--- config.mk ---
export PLATFORM = sky130hd
export DESIGN_NAME = range_scan_speckle_filter
export DESIGN_NICKNAME = d
export VERILOG_FILES = /design/src/rssf_pkg.sv /design/src/rssf_chord.sv /design/src/range_scan_speckle_filter.sv
export VERILOG_INCLUDE_DIRS = /design/src /design/src/src
export SDC_FILE = /design/constraint.sdc
export NUM_CORES = 2
export LEC_CHECK = 0
export BUFFER_PORTS_ARGS = -buffer_cell sky130_fd_sc_hd__buf_4
export CAP_MARGIN = 5
export CELL_PAD_IN_SITES_DETAIL_PLACEMENT = 0
export CELL_PAD_IN_SITES_GLOBAL_PLACEMENT = 1
export CORE_UTILIZATION = 48
export CTS_BUF_LIST = sky130_fd_sc_hd__clkbuf_2
export DETAILED_ROUTE_END_ITERATION = 10
export PLACE_DENSITY_LB_ADDON = 0.1
export SYNTH_ARGS = -nofsm -noshare
export SYNTH_HDL_FRONTEND = slang
export SYNTH_SLANG_ARGS = --single-unit
export TNS_END_PERCENT = 20
--- constraint.sdc ---
create_clock -name clk -period 6.38 [get_ports clk]
set_input_delay 0.638 -clock clk [delete_from_list [all_inputs] [get_ports clk]]
set_output_delay 0.638 -clock clk [all_outputs]
set_load 0.03 [all_outputs]
--- src/range_scan_speckle_filter_assert.svh ---
// Assertion macros used by the speckle filter top level.
`ifndef RANGE_SCAN_SPECKLE_FILTER_ASSERT_SVH
`define RANGE_SCAN_SPECKLE_FILTER_ASSERT_SVH

// Same-cycle implication, checked out of reset.
`define RSSF_ASSERT_SAME(lbl, ante, cons, msg) \
    lbl: assert property (@(posedge clk) disable iff (!rst_n) (ante) |-> (cons)) \
        else $error(msg);

// Next-cycle implication, checked out of reset.
`define RSSF_ASSERT_NEXT(lbl, ante, cons, msg) \
    lbl: assert property (@(posedge clk) disable iff (!rst_n) (ante) |=> (cons)) \
        else $error(msg);

`endif

--- src/rssf_pkg.sv ---
// Types, register codes and helpers shared by the speckle filter modules.
`timescale 1ns / 1ps
`default_nettype none
package rssf_pkg;

    localparam int K_W = 4;

    typedef struct packed {
        logic           valid;
        logic [K_W-1:0] k;
    } chord_req_t;

    typedef enum logic [2:0] {
        REG_MIN_RANGE   = 3'd0,
        REG_MAX_RANGE   = 3'd1,
        REG_MAX_GAP     = 3'd2,
        REG_WINDOW_SIZE = 3'd3,
        REG_COS_LOW     = 3'd4,
        REG_COS_HIGH    = 3'd5
    } cfg_reg_t;

    // Picks the Q2.14 cosine for an offset of k steps, k from 1 to 8.
    function automatic logic signed [15:0] cos_pick(input logic [63:0] low,
                                                    input logic [63:0] high,
                                                    input logic [K_W-1:0] k);
        logic [1:0]  slot;
        logic [63:0] word;
        slot = 2'(k - K_W'(1));
        word = (k <= K_W'(4)) ? low : high;
        return $signed(word[16*slot +: 16]);
    endfunction

endpackage
`default_nettype wire

--- src/rssf_chord.sv ---
// Pipelined chord-distance test between a window start and one neighbor.
`timescale 1ns / 1ps
`default_nettype none
module rssf_chord
(
    input  wire                     clk,
    input  wire                     rst_n,
    input  wire rssf_pkg::chord_req_t req,
    input  wire  [15:0]             a,
    input  wire  [15:0]             b,
    input  wire  [63:0]             cos_low,
    input  wire  [63:0]             cos_high,
    input  wire  [15:0]             gap,
    output logic                    hit,
    output logic                    busy
);
    import rssf_pkg::*;

    logic               s1_valid_reg, s2_valid_reg, s3_valid_reg;
    logic [31:0]        s1_aa_reg, s1_bb_reg, s1_ab_reg;
    logic signed [15:0] s1_c_reg;
    logic [32:0]        s2_sum_reg;
    logic signed [48:0] s2_abc_reg;
    logic [31:0]        s2_gg_reg;
    logic               s3_ok_reg;
    logic signed [50:0] chord_sq;
    logic signed [50:0] limit;

    // X = 16384*(a*a + b*b) - 2*a*b*c, counted when 0 <= X <= 16384*G*G.
    assign chord_sq = $signed({4'b0, s2_sum_reg, 14'b0}) - $signed({s2_abc_reg, 1'b0}) ;
    assign limit    = $signed({5'b0, s2_gg_reg, 14'b0});

    always_ff @(posedge clk or negedge rst_n)
    begin
        if (!rst_n)
        begin
            s1_valid_reg <= 1'b0;
            s2_valid_reg <= 1'b0;
            s3_valid_reg <= 1'b0;
            s3_ok_reg    <= 1'b0;
        end
        else
        begin
            s1_valid_reg <= req.valid && (b != 16'd0);
            s2_valid_reg <= s1_valid_reg;
            s3_valid_reg <= s2_valid_reg;
            s3_ok_reg    <= s2_valid_reg && (chord_sq >= 51'sd0) && (chord_sq <= limit);
        end
    end

    always_ff @(posedge clk)
    begin
        s1_aa_reg  <= a * a;
        s1_bb_reg  <= b * b;
        s1_ab_reg  <= a * b;
        s1_c_reg   <= cos_pick(cos_low, cos_high, req.k);
        s2_sum_reg <= {1'b0, s1_aa_reg} + {1'b0, s1_bb_reg};
        s2_abc_reg <= $signed({1'b0, s1_ab_reg}) * s1_c_reg;
        s2_gg_reg  <= gap * gap;
    end

    assign hit  = s3_valid_reg && s3_ok_reg;
    assign busy = s1_valid_reg || s2_valid_reg || s3_valid_reg;

endmodule
`default_nettype wire

--- src/range_scan_speckle_filter.sv ---
// Speckle filter for a lidar range scan: top level with history memory and sequencer.
//
// Usage: one range sample per request arrives on the s_ stream (s_tdata = range,
// s_tlast = last point of the scan). Filtered samples leave on the m_ stream
// (m_tdata = range, 0 where rejected; m_tlast on the last point of the scan).
// Registers must be written through cfg_we / cfg_index / cfg_data only while the
// block is idle; the block itself does not enforce this. Each sample is written into
// a circular history memory; the sequencer then reads the window start and its
// neighbors one per cycle over the single read port and feeds a pipelined chord
// test. A request runs the neighbor sweep (W is the window) as the accept step, the
// start read (ST_EV_R1, ST_EV_A), the neighbor issue steps and the chord pipeline
// drain. Each result takes a read and a load step, waiting while the receiver is
// not ready. The scan-end request runs a second sweep, then drains up to W+1 results.
// Results trail the input by W+1 samples; a scan of at most W+1 points leaves
// unchanged at its end.
// Reset clears the sequencer, the keep marks, the point counter and loads the
// register defaults; the history memory is not cleared since only entries of the
// current scan are ever read.
// When the receiver stalls, the output register holds its result; the next input
// request can still be taken, and the sequencer waits before loading a new result.
`timescale 1ns / 1ps
`default_nettype none
module range_scan_speckle_filter
#(
    parameter int MAX_WINDOW = 8
)
(
    input  wire         clk,
    input  wire         rst_n,
    // Input stream: tdata = range_in[15:0]; tlast = scan_end.
    input  wire         s_tvalid,
    output logic        s_tready,
    input  wire  [15:0] s_tdata,
    input  wire         s_tlast,
    // Output stream: tdata = range_out[15:0]; tlast = scan_end_out.
    output logic        m_tvalid,
    input  wire         m_tready,
    output logic [15:0] m_tdata,
    output logic        m_tlast,
    // Configuration write port.
    input  wire         cfg_we,
    input  wire  [2:0]  cfg_index,
    input  wire  [63:0] cfg_data
);
    import rssf_pkg::*;

    `include "range_scan_speckle_filter_assert.svh"

    localparam int DEPTH = 2 * MAX_WINDOW + 1;
    localparam int AW    = $clog2(DEPTH);
    localparam int WW    = $clog2(MAX_WINDOW + 1);
    localparam int CW    = $clog2(2 * MAX_WINDOW + 1);

    typedef enum logic [2:0] {
        ST_IDLE, ST_EV_R1, ST_EV_A, ST_EV_ISS, ST_EV_DRAIN, ST_OUT_RD, ST_OUT_LD
    } state_t;

    // Configuration registers.
    logic [15:0] min_range_reg, max_range_reg, gap_reg;
    logic [3:0]  win_size_reg;
    logic [63:0] cos_low_reg, cos_high_reg;

    always_ff @(posedge clk or negedge rst_n)
    begin
        if (!rst_n)
        begin
            min_range_reg <= 16'd0;
            max_range_reg <= 16'hFFFF;
            gap_reg       <= 16'd100;
            win_size_reg  <= 4'd2;
            cos_low_reg   <= 64'd0;
            cos_high_reg  <= 64'd0;
        end
        else if (cfg_we)
        begin
            case (cfg_index)
                REG_MIN_RANGE:   min_range_reg <= cfg_data[15:0];
                REG_MAX_RANGE:   max_range_reg <= cfg_data[15:0];
                REG_MAX_GAP:     gap_reg       <= cfg_data[15:0];
                REG_WINDOW_SIZE: win_size_reg  <= cfg_data[3:0];
                REG_COS_LOW:     cos_low_reg   <= cfg_data;
                REG_COS_HIGH:    cos_high_reg  <= cfg_data;
                default:         ;
            endcase
        end
    end

    // Sequencer state.
    state_t          state_reg, state_next;
    logic [AW-1:0]   head_reg, head_next;
    logic [15:0]     pts_reg, pts_next;
    logic [15:0]     n_reg, n_next;
    logic [WW-1:0]   swin_reg, swin_next;
    logic [WW-1:0]   w_reg, w_next;
    logic            last_reg, last_next;
    logic            second_reg, second_next;
    logic [AW-1:0]   ds_reg, ds_next;
    logic [AW-1:0]   d_reg, d_next;
    logic [AW-1:0]   od_reg, od_next;
    logic [15:0]     a_reg, a_next;
    logic [CW-1:0]   cnt_reg, cnt_next;
    logic [DEPTH-1:0] keep_reg, keep_next;
    logic            out_valid_reg, out_valid_next;
    logic [15:0]     out_data_reg, out_data_next;
    logic            out_last_reg, out_last_next;
    chord_req_t      req_reg, req_next;

    // History memory, one write and one registered read per cycle. Writes only
    // happen on acceptance, read data is used in later states, so they never collide.
    logic [15:0]     hist_mem [DEPTH];
    logic [15:0]     rdata_reg;
    logic            wr_en;
    logic [AW-1:0]   rd_depth;
    logic [AW-1:0]   rd_addr;
    logic [AW:0]     addr_sum;

    logic            chord_hit, chord_busy;

    logic [WW-1:0]   w_sel;
    logic            oor;
    logic            fil;
    logic            post, finish;
    logic [AW-1:0]   diff;
    logic [AW-1:0]   top_depth;
    logic [DEPTH-1:0] mask;

    assign s_tready = (state_reg == ST_IDLE);
    assign m_tvalid = out_valid_reg;
    assign m_tdata  = out_data_reg;
    assign m_tlast  = out_last_reg;

    // Physical address of a history depth: newest sample sits at the head.
    assign addr_sum = {1'b0, head_reg} + (AW+1)'(DEPTH) - {1'b0, rd_depth};
    assign rd_addr  = (addr_sum >= (AW+1)'(DEPTH)) ? AW'(addr_sum - (AW+1)'(DEPTH))
                                                   : AW'(addr_sum);

    always_ff @(posedge clk)
    begin
        if (wr_en)
        begin
            hist_mem[head_next] <= s_tdata;
        end
        rdata_reg <= hist_mem[rd_addr];
    end

    // The window is latched at the first point of a scan and clamped to 1..MAX_WINDOW.
    always_comb
    begin
        if (pts_reg != 16'd0)
            w_sel = swin_reg;
        else if (win_size_reg == 4'd0)
            w_sel = WW'(1);
        else if (win_size_reg > 4'(MAX_WINDOW))
            w_sel = WW'(MAX_WINDOW);
        else
            w_sel = WW'(win_size_reg);
    end

    assign oor       = (s_tdata > max_range_reg) || (s_tdata < min_range_reg);
    assign fil       = n_reg > 16'(w_reg);
    assign diff      = (ds_reg > d_reg) ? (ds_reg - d_reg) : (d_reg - ds_reg);
    assign top_depth = (n_reg < 16'(w_reg)) ? AW'(n_reg) : AW'(w_reg);

    // Marks the start and the W-1 points after it (depths ds down to ds-W+1).
    always_comb
    begin
        for (int i = 0; i < DEPTH; i++)
        begin
            mask[i] = ((AW+1)'(i) <= {1'b0, ds_reg})
                   && ((AW+1)'(i) + (AW+1)'(w_reg) > {1'b0, ds_reg});
        end
    end

    always_comb
    begin
        state_next     = state_reg;
        head_next      = head_reg;
        pts_next       = pts_reg;
        n_next         = n_reg;
        swin_next      = swin_reg;
        w_next         = w_reg;
        last_next      = last_reg;
        second_next    = second_reg;
        ds_next        = ds_reg;
        d_next         = d_reg;
        od_next        = od_reg;
        a_next         = a_reg;
        cnt_next       = cnt_reg + CW'(chord_hit);
        keep_next      = keep_reg;
        out_valid_next = out_valid_reg && !m_tready;
        out_data_next  = out_data_reg;
        out_last_next  = out_last_reg;
        req_next       = '0;
        wr_en          = 1'b0;
        rd_depth       = od_reg;
        post           = 1'b0;
        finish         = 1'b0;

        case (state_reg)
            ST_IDLE:
            begin
                if (s_tvalid)
                begin
                    n_next      = pts_reg;
                    w_next      = w_sel;
                    swin_next   = w_sel;
                    last_next   = s_tlast;
                    head_next   = (head_reg == AW'(DEPTH - 1)) ? '0 : head_reg + AW'(1);
                    wr_en       = 1'b1;
                    keep_next   = {keep_reg[DEPTH-2:0], oor};
                    ds_next     = AW'(w_sel);
                    second_next = 1'b0;
                    state_next  = ST_EV_R1;
                end
            end
            ST_EV_R1:
            begin
                rd_depth = ds_reg;
                if (16'(ds_reg) > n_reg)
                    post = 1'b1;
                else
                    state_next = ST_EV_A;
            end
            ST_EV_A:
            begin
                a_next     = rdata_reg;
                d_next     = '0;
                cnt_next   = '0;
                state_next = ST_EV_ISS;
            end
            ST_EV_ISS:
            begin
                rd_depth       = d_reg;
                req_next.valid = (d_reg != ds_reg) && (16'(d_reg) <= n_reg)
                              && ((AW+1)'(d_reg) + (AW+1)'(w_reg) >= (AW+1)'(ds_reg));
                req_next.k     = K_W'(diff);
                if ((AW+1)'(d_reg) == (AW+1)'(ds_reg) + (AW+1)'(w_reg))
                    state_next = ST_EV_DRAIN;
                else
                    d_next = d_reg + AW'(1);
            end
            ST_EV_DRAIN:
            begin
                if (!req_reg.valid && !chord_busy)
                begin
                    if (cnt_reg >= CW'(w_reg))
                        keep_next = keep_reg | mask;
                    post = 1'b1;
                end
            end
            ST_OUT_RD:
            begin
                rd_depth = od_reg;
                if (!out_valid_reg || m_tready)
                    state_next = ST_OUT_LD;
            end
            ST_OUT_LD:
            begin
                out_valid_next = 1'b1;
                out_data_next  = (fil && !keep_reg[od_reg]) ? 16'd0 : rdata_reg;
                out_last_next  = last_reg && (od_reg == '0);
                if (last_reg && (od_reg != '0))
                begin
                    od_next    = od_reg - AW'(1);
                    state_next = ST_OUT_RD;
                end
                else
                    finish = 1'b1;
            end
            default:
                state_next = ST_IDLE;
        endcase

        // After a window evaluation: emit one result, finish without one, run the scan-end sweep, or flush.
        if (post)
        begin
            if (second_reg)
            begin
                od_next    = AW'(w_reg);
                state_next = ST_OUT_RD;
            end
            else if (!last_reg)
            begin
                if (fil)
                begin
                    od_next    = AW'(w_reg) + AW'(1);
                    state_next = ST_OUT_RD;
                end
                else
                    finish = 1'b1;
            end
            else if (fil)
            begin
                ds_next     = AW'(w_reg) - AW'(1);
                second_next = 1'b1;
                state_next  = ST_EV_R1;
            end
            else
            begin
                od_next    = top_depth;
                state_next = ST_OUT_RD;
            end
        end

        if (finish)
        begin
            if (last_reg)
            begin
                pts_next  = 16'd0;
                keep_next = '0;
            end
            else if (pts_reg != 16'hFFFF)
                pts_next = pts_reg + 16'd1;
            state_next = ST_IDLE;
        end
    end

    always_ff @(posedge clk or negedge rst_n)
    begin
        if (!rst_n)
        begin
            state_reg     <= ST_IDLE;
            head_reg      <= '0;
            pts_reg       <= 16'd0;
            n_reg         <= 16'd0;
            swin_reg      <= WW'(2);
            w_reg         <= WW'(2);
            last_reg      <= 1'b0;
            second_reg    <= 1'b0;
            ds_reg        <= '0;
            d_reg         <= '0;
            od_reg        <= '0;
            a_reg         <= 16'd0;
            cnt_reg       <= '0;
            keep_reg      <= '0;
            out_valid_reg <= 1'b0;
            out_data_reg  <= 16'd0;
            out_last_reg  <= 1'b0;
            req_reg       <= '0;
        end
        else
        begin
            state_reg     <= state_next;
            head_reg      <= head_next;
            pts_reg       <= pts_next;
            n_reg         <= n_next;
            swin_reg      <= swin_next;
            w_reg         <= w_next;
            last_reg      <= last_next;
            second_reg    <= second_next;
            ds_reg        <= ds_next;
            d_reg         <= d_next;
            od_reg        <= od_next;
            a_reg         <= a_next;
            cnt_reg       <= cnt_next;
            keep_reg      <= keep_next;
            out_valid_reg <= out_valid_next;
            out_data_reg  <= out_data_next;
            out_last_reg  <= out_last_next;
            req_reg       <= req_next;
        end
    end

    rssf_chord u_chord
    (
        .clk      (clk),
        .rst_n    (rst_n),
        .req      (req_reg),
        .a        (a_reg),
        .b        (rdata_reg),
        .cos_low  (cos_low_reg),
        .cos_high (cos_high_reg),
        .gap      (gap_reg),
        .hit      (chord_hit),
        .busy     (chord_busy)
    );

    // The chord pipeline has drained whenever a new sample can be taken.
    `RSSF_ASSERT_SAME(a_idle_drained, state_reg == ST_IDLE,
        !chord_busy && !req_reg.valid, "chord pipeline busy while idle")
    // A new result appears only from the result-load step.
    `RSSF_ASSERT_SAME(a_out_from_load, $rose(out_valid_reg),
        $past(state_reg == ST_OUT_LD), "result loaded outside load step")
    // A stalled output keeps the sequencer from fetching the next result.
    `RSSF_ASSERT_NEXT(a_stall_waits, state_reg == ST_OUT_RD && out_valid_reg && !m_tready,
        state_reg == ST_OUT_RD, "result fetched over a stalled output")

endmodule
`default_nettype wire
# --- Word level (Yosys, flattened, before mapping) ---
# Memories as Yosys holds them, arrays and structs flattened. A register that Yosys moved wholly into a read port is not among the register bits.
# Cells that the tools add are included.
classes:
  n_eq_ne: 16
  add_sub_neg: 33
  mux: 71
  mul: 5
  bitwise: 1
  magnitude_cmp: 48
  n_reduce_logical: 54
  shift: 1
op_table:
  columns: ["op", "count"]
  rows:
  - ["$mul 16x16->32", 4]
  - ["$mux 5", 21]
  - ["$mux 17", 5]
  - ["$gt 5x5->1", 16]
  - ["$mux 64", 1]
  - ["$shiftx 64x7->16", 1]
  - ["$ge 51x1->1 const B", 1]
  - ["$le 51x47->1", 1]
  - ["$sub 48x50->51", 1]
  - ["$mul 33x16->49", 1]
  - ["$mux 16", 3]
  - ["$add 4x4->5 const A", 8]
  - ["$le 4x5->1 const A", 8]
  - ["$pmux 17 s2", 1]
  - ["$add 32x32->33", 1]
  - ["$mux 3", 11]
  - ["$reduce_bool 16->1", 2]
  - ["$logic_and 1x1->1", 27]
  - ["$pmux 3 s7", 1]
  - ["$add 3x4->5 const A", 4]
  - ["$le 3x5->1 const A", 4]
  - ["$mux 1", 20]
  - ["$pmux 5 s2", 2]
  - ["$reduce_and 2->1", 9]
  - ["51 further kinds", 76]
word_totals:
  elab_cells: 265
  n_memories: 1
  ram_bits: 272
  ff_bits: 532
mem_list:
  columns: ["name", "words", "word_bits", "rd", "rd_ports_with_merged_regs", "write_ports", "line_no", "text"]
  rows:
  - ["hist_mem", 17, 16, 1, 1, 1, "range_scan_speckle_filter.sv:110", "logic [15:0] hist_mem [DEPTH];"]

# --- Logic depth before layout (Yosys ltp) ---
depth:
  word_depth: 10
  mapped_depth: 27

# --- Cells and area by module ---
# Synthesis repeated with hierarchy kept, for this count alone.
unflattened:
  cells_unflattened: 8405
  area_unflattened_um2: 83679.0
by_module_without_submodules:
  columns: ["mod", "area_each_um2", "cells_each", "instances"]
  rows:
  - ["rssf_chord", 55459.4, 6148, 1]
  - ["range_scan_speckle_filter", 28219.6, 2257, 1]

# --- Worst setup path before layout ---
# No wires, ideal clock.
synth_timing:
  path_type: "register to register"
  from: "register gap_reg[5]"
  to: "register u_chord.s2_gg_reg[30]"
  t_arrival_ns: 6.366
  stages_incl_launch_ff: 26
  period_less_slack_ns: 6.486
  path_buffers: 2
  path_slack_ns: -0.106
  cell_sequence: "dfstp_2 clkbuf_1 clkbuf_1 nand2_1 inv_1 fa_1 fa_1 inv_1 fa_1 inv_1 fa_1 inv_1 fa_1 inv_1 fa_1 ha_1 and3_1 and3_1 nand3_1 or3b_1 a31oi_1 o31ai_1 or3_1 a21oi_1 o211ai_1 xnor2_1"
synth_via:
  elab_chain_len: 1
synth_rtl:
  columns: ["element", "line_no", "text"]
  rows:
  - ["start: declaration", "range_scan_speckle_filter.sv:59", "logic [15:0] min_range_reg, max_range_reg, gap_reg;"]
  - ["start signal: assignment", "range_scan_speckle_filter.sv:79", "REG_MAX_GAP: gap_reg <= cfg_data[15:0];"]
  - ["$mul 16x16->32", "rssf_chord.sv:59", "s2_gg_reg <= gap * gap;"]
  - ["end signal: assignment", "rssf_chord.sv:59", null]
  - ["end: declaration", "rssf_chord.sv:24", "logic [31:0] s2_gg_reg;"]
# No other way between the ends.
# A chain may end at the register's enable or synchronous reset.

# --- Worst setup path in the final report ---
layout_timing:
  from: "register gap_reg[2]"
  to: "register u_chord.s2_gg_reg[30]"
# Same word-level chain as after synthesis.

==> run_results.csv <==
group,metric,value,unit
critical_path,path_max_fanout,3,
outcome,status,"complete, but fails checks",
cts,cts_root_buf,"clkbuf_2",
cts,clock_path_buffers,3,
synthesis,seq_area_frac_synth,24.9,%
sta,hold_viol,0,
synthesis,synth-edff-count,272,
finish,largest_reg_flops,272,
grt,antenna_found_initial,13,
route,routed_wl,231000,um
cts,cts_sinks,817,
place,hpwl,181000,um
critical_path,cp_slowest_cell,"dfstp_2",
floorplanning,io_pins,108,
cts,cts_tree,"done",
finish,final_core_util,55.7,%
synthesis,synth_cell_types,93,
synthesis,synthFlopType,"dfrtp_1",
critical_path,critPathTopFamily,"adder cells",
critical_path,crit_required,7.87,ns
synthesis,synth_cells,8268,
finish,final_layout_size_suffix_gt1_share,16.4,%
cts,clk_pin_slew_worst_paths,0.11,ns
synthesis,synth_seq_cells,817,
critical_path,worstRegToRegCells,23,
route,routedWlPerCell,20.0,um
critical_path,cp.depth,23,
critical_path,crit_start,"gap_reg[2]$_DFFE_PN1P_",
critical_path,worstReg2RegEnd,"u_chord.s2_gg_reg[30]$_DFF_P_",
finish,multi_input_area,0.0555,mm^2
floorplanning,start_util,48.3,%
sta,rsz0062_at_grt,"yes",
synthesis,synth_top_area_cell,"fa_1",
grt,grt_max_degree,144,
sta,fin_crit_sh,101,%
synthesis,synthesis.nets,10300,
grt,grt_pass1_wl,366000,um
critical_path,crit_chain,"nand2_2, fa_1, inv_2, fa_1, inv_2, fa_1, inv_2, fa_1, inv_1, fa_1, inv_2, fa_1, ha_4, and3_4, and3_4, nand3_2, or3b_4, a31oi_4, o31ai_4, or3_4, a21oi_4, o211ai_1, xnor2_1",
sta,postLayoutSetupSlackWorst,-0.0405,ns
sta,finalMaxSlewViolations,0,
critical_path,path_class,"flip-flop to flip-flop",
floorplanning,die_w,417,um
flow_run,maxCapViolCount,0,
route,dr.first_iter.drc_count,2998,
route,drc,0,
route,drt_pass1_iterations,5,
critical_path,critical_path_buf_inv_count,5,
cts,cts_made_buffers,215,
sta,relSlewSlack,15.9,%
synthesis,async_flop_share,37.5,%
route,via_per_inst,5.20,
synthesis,synth.area.top_cells,"fa_1, ha_1, edfxtp_1",
grt,grt_usage,27.3,%
critical_path,cp_common_cell,"fa_1",
outcome,violations,"negative setup slack",
floorplanning,die_area,0.174,mm^2
critical_path,ff2ff_setup_slack,-0.04,ns
sta,post-route-min-period,6.42,ns
finish,regArea,0.0207,mm^2
grt,grt_overflow,0,
route,num_vias,60100,
finish,final_common_cell,"inv_1",
sta,fin_skew,0.221,ns
synthesis,yosys_warnings,0,
route,antenna_left,0,
finish,final_cell_mix,"inv_1, fa_1, nand2_1, ha_1, buf_4",
finish,nNetsFinal,11100,
critical_path,crit_arrival,7.91,ns
finish,syn2layout_area_growth,15.4,%
cts,clk_latency,1.75,ns
critical_path,slowest_delay,0.61,ns
sta,setup_viol,3,
finish,fill_cells,15500,
place,gp_congestion,0.901,
floorplanning,die_y,417,um
critical_path,endpoint_kind,"flip-flop",
grt,grt_pass1_vias,64200,
cts,h-tree-depth,4,
sta,clock.fmax,0.156,GHz
floorplanning,core_area,0.172,mm^2
critical_path,endpoint,"u_chord.s2_gg_reg[30]$_DFF_P_",
place,port_buffers,107,
synthesis,syn_avg_cell_area,10.0,um^2
synthesis,synth_top_area_share,26.9,%
floorplanning,rows,152,
synthesis,syn_area,0.0828,mm^2
hold_path,hold_class,"primary input to flip-flop",
critical_path,crit_path_start_kind,"flip-flop",
critical_path,reg2reg_from,"gap_reg[2]$_DFFE_PN1P_",
sta,worst_slew_pin_slew,1.23,ns
-- cells by family (layout without fill, tap and decap cells) --
logic type	Yosys count	after routing	synth area share [%]
simple gates	2124	2124	12.2
buf+inv	1979	2962	9.04
fa+ha+maj	1910	1910	38.9
compound gates	887	887	7.07
flops	817	817	24.9
mux	283	283	4.99
xor+xnor	268	268	2.87
other cells	0	12	0
-- synth_stat cells, types with 11 or more instances --
cell         n
nand2b_1    51
dfxtp_1    239
and3_1      31
a21oi_1    243
xor2_1      79
mux2i_1     26
a31oi_1     19
and2_1     438
nand4_1     30
nand3_1     73
nand2_1    923
clkbuf_1   278
mux2_2     170
dfstp_2     21
a221o_1     14
nor2b_1     55
nor3_1      84
a211oi_1    25
or3_1       20
o21bai_1    38
o31ai_1     17
o211ai_1    18
edfxtp_1   272
a311oi_1    21
or2_2       20
nor4_1      30
a21boi_0    11
inv_1     1664
nor2_1     317
xnor2_1    187
a22o_1      19
dfrtp_1    285
fa_1      1113
a21o_1     140
o21ai_0    177
o21a_1      45
mux4_2      87
ha_1       797
-- cell type report --
cell class                      count  area share, %
Multi-Input combinational cell   5472           58.1
Sequential cell                   817           21.6
Timing Repair Buffer              880           8.31
Inverter                         1673           6.57
Tap cell                         2310           3.02
Clock buffer                      305           1.60
Clock inverter                    104          0.763
Antenna cell                       12         0.0314
-- routing by layer --
metal	GRT usage [%]	wire length [um]	up-vias
met1	37.4	103000	30600
met4	6.68	5300	4
met5	0	23	-
met2	45.6	112000	1270
li1	-	-	28000
met3	3.77	10900	275
-- metrics by stage --
step           hold slack [ns]  std cells  worst slack, ns  TNS [ns]  area, um^2
4_1_cts                 0.0127      11600          -0.0130   -0.0387       95100
6_report                 0.265      11600          -0.0405   -0.0775       95600
5_1_grt                 0.0760      11600           -0.224     -3.50       95600
3_5_place_dp             0.369      10900           -0.444     -4.74       90400
2_1_floorplan            0.342       8268         -0.00843  -0.00843       82900
3_3_place_gp             0.378      10900           -0.449     -4.19       90400
-- worst min-delay path, delay by kind of cell --
family / cells / cell delay (ns)
compound gates: 1 / 0.07
buf+inv: 3 / 0.93
simple gates: 2 / 0.25
-- what timing repair did --
item	4_1_cts	5_1_grt
hold endpoints to repair	905	0
gates resized for setup	93	107
endpoints found under the setup margin	45	57
hold buffers	192	0
setup buffers	10	8
pin swaps	33	36
gates cloned	1	0
-- worst min path at each step --
| stage | from | to | slack (ns) | depth (start not counted) |
|---|---|---|---|---|
| global route | cfg_we | max_range_reg[9]$_DFFE_PN1P_ | 0.08 | 6 |
| floorplan | rst_n | a_reg[0]$_DFFE_PN0P_ | 0.34 | 0 |
| global placement | u_chord.s1_valid_reg$_DFF_PN0_ | u_chord.s2_valid_reg$_DFF_PN0_ | 0.38 | 0 |
| detailed placement | u_chord.s1_valid_reg$_DFF_PN0_ | u_chord.s2_valid_reg$_DFF_PN0_ | 0.37 | 0 |
| CTS | s_tdata[13] | keep_reg[0]$_DFF_PN0_ | 0.01 | 6 |
| finish | cfg_we | max_range_reg[9]$_DFFE_PN1P_ | 0.27 | 6 |
Power is not shown: default switching activity piles up to over one toggle a cycle in this logic, so the estimate is an artifact.
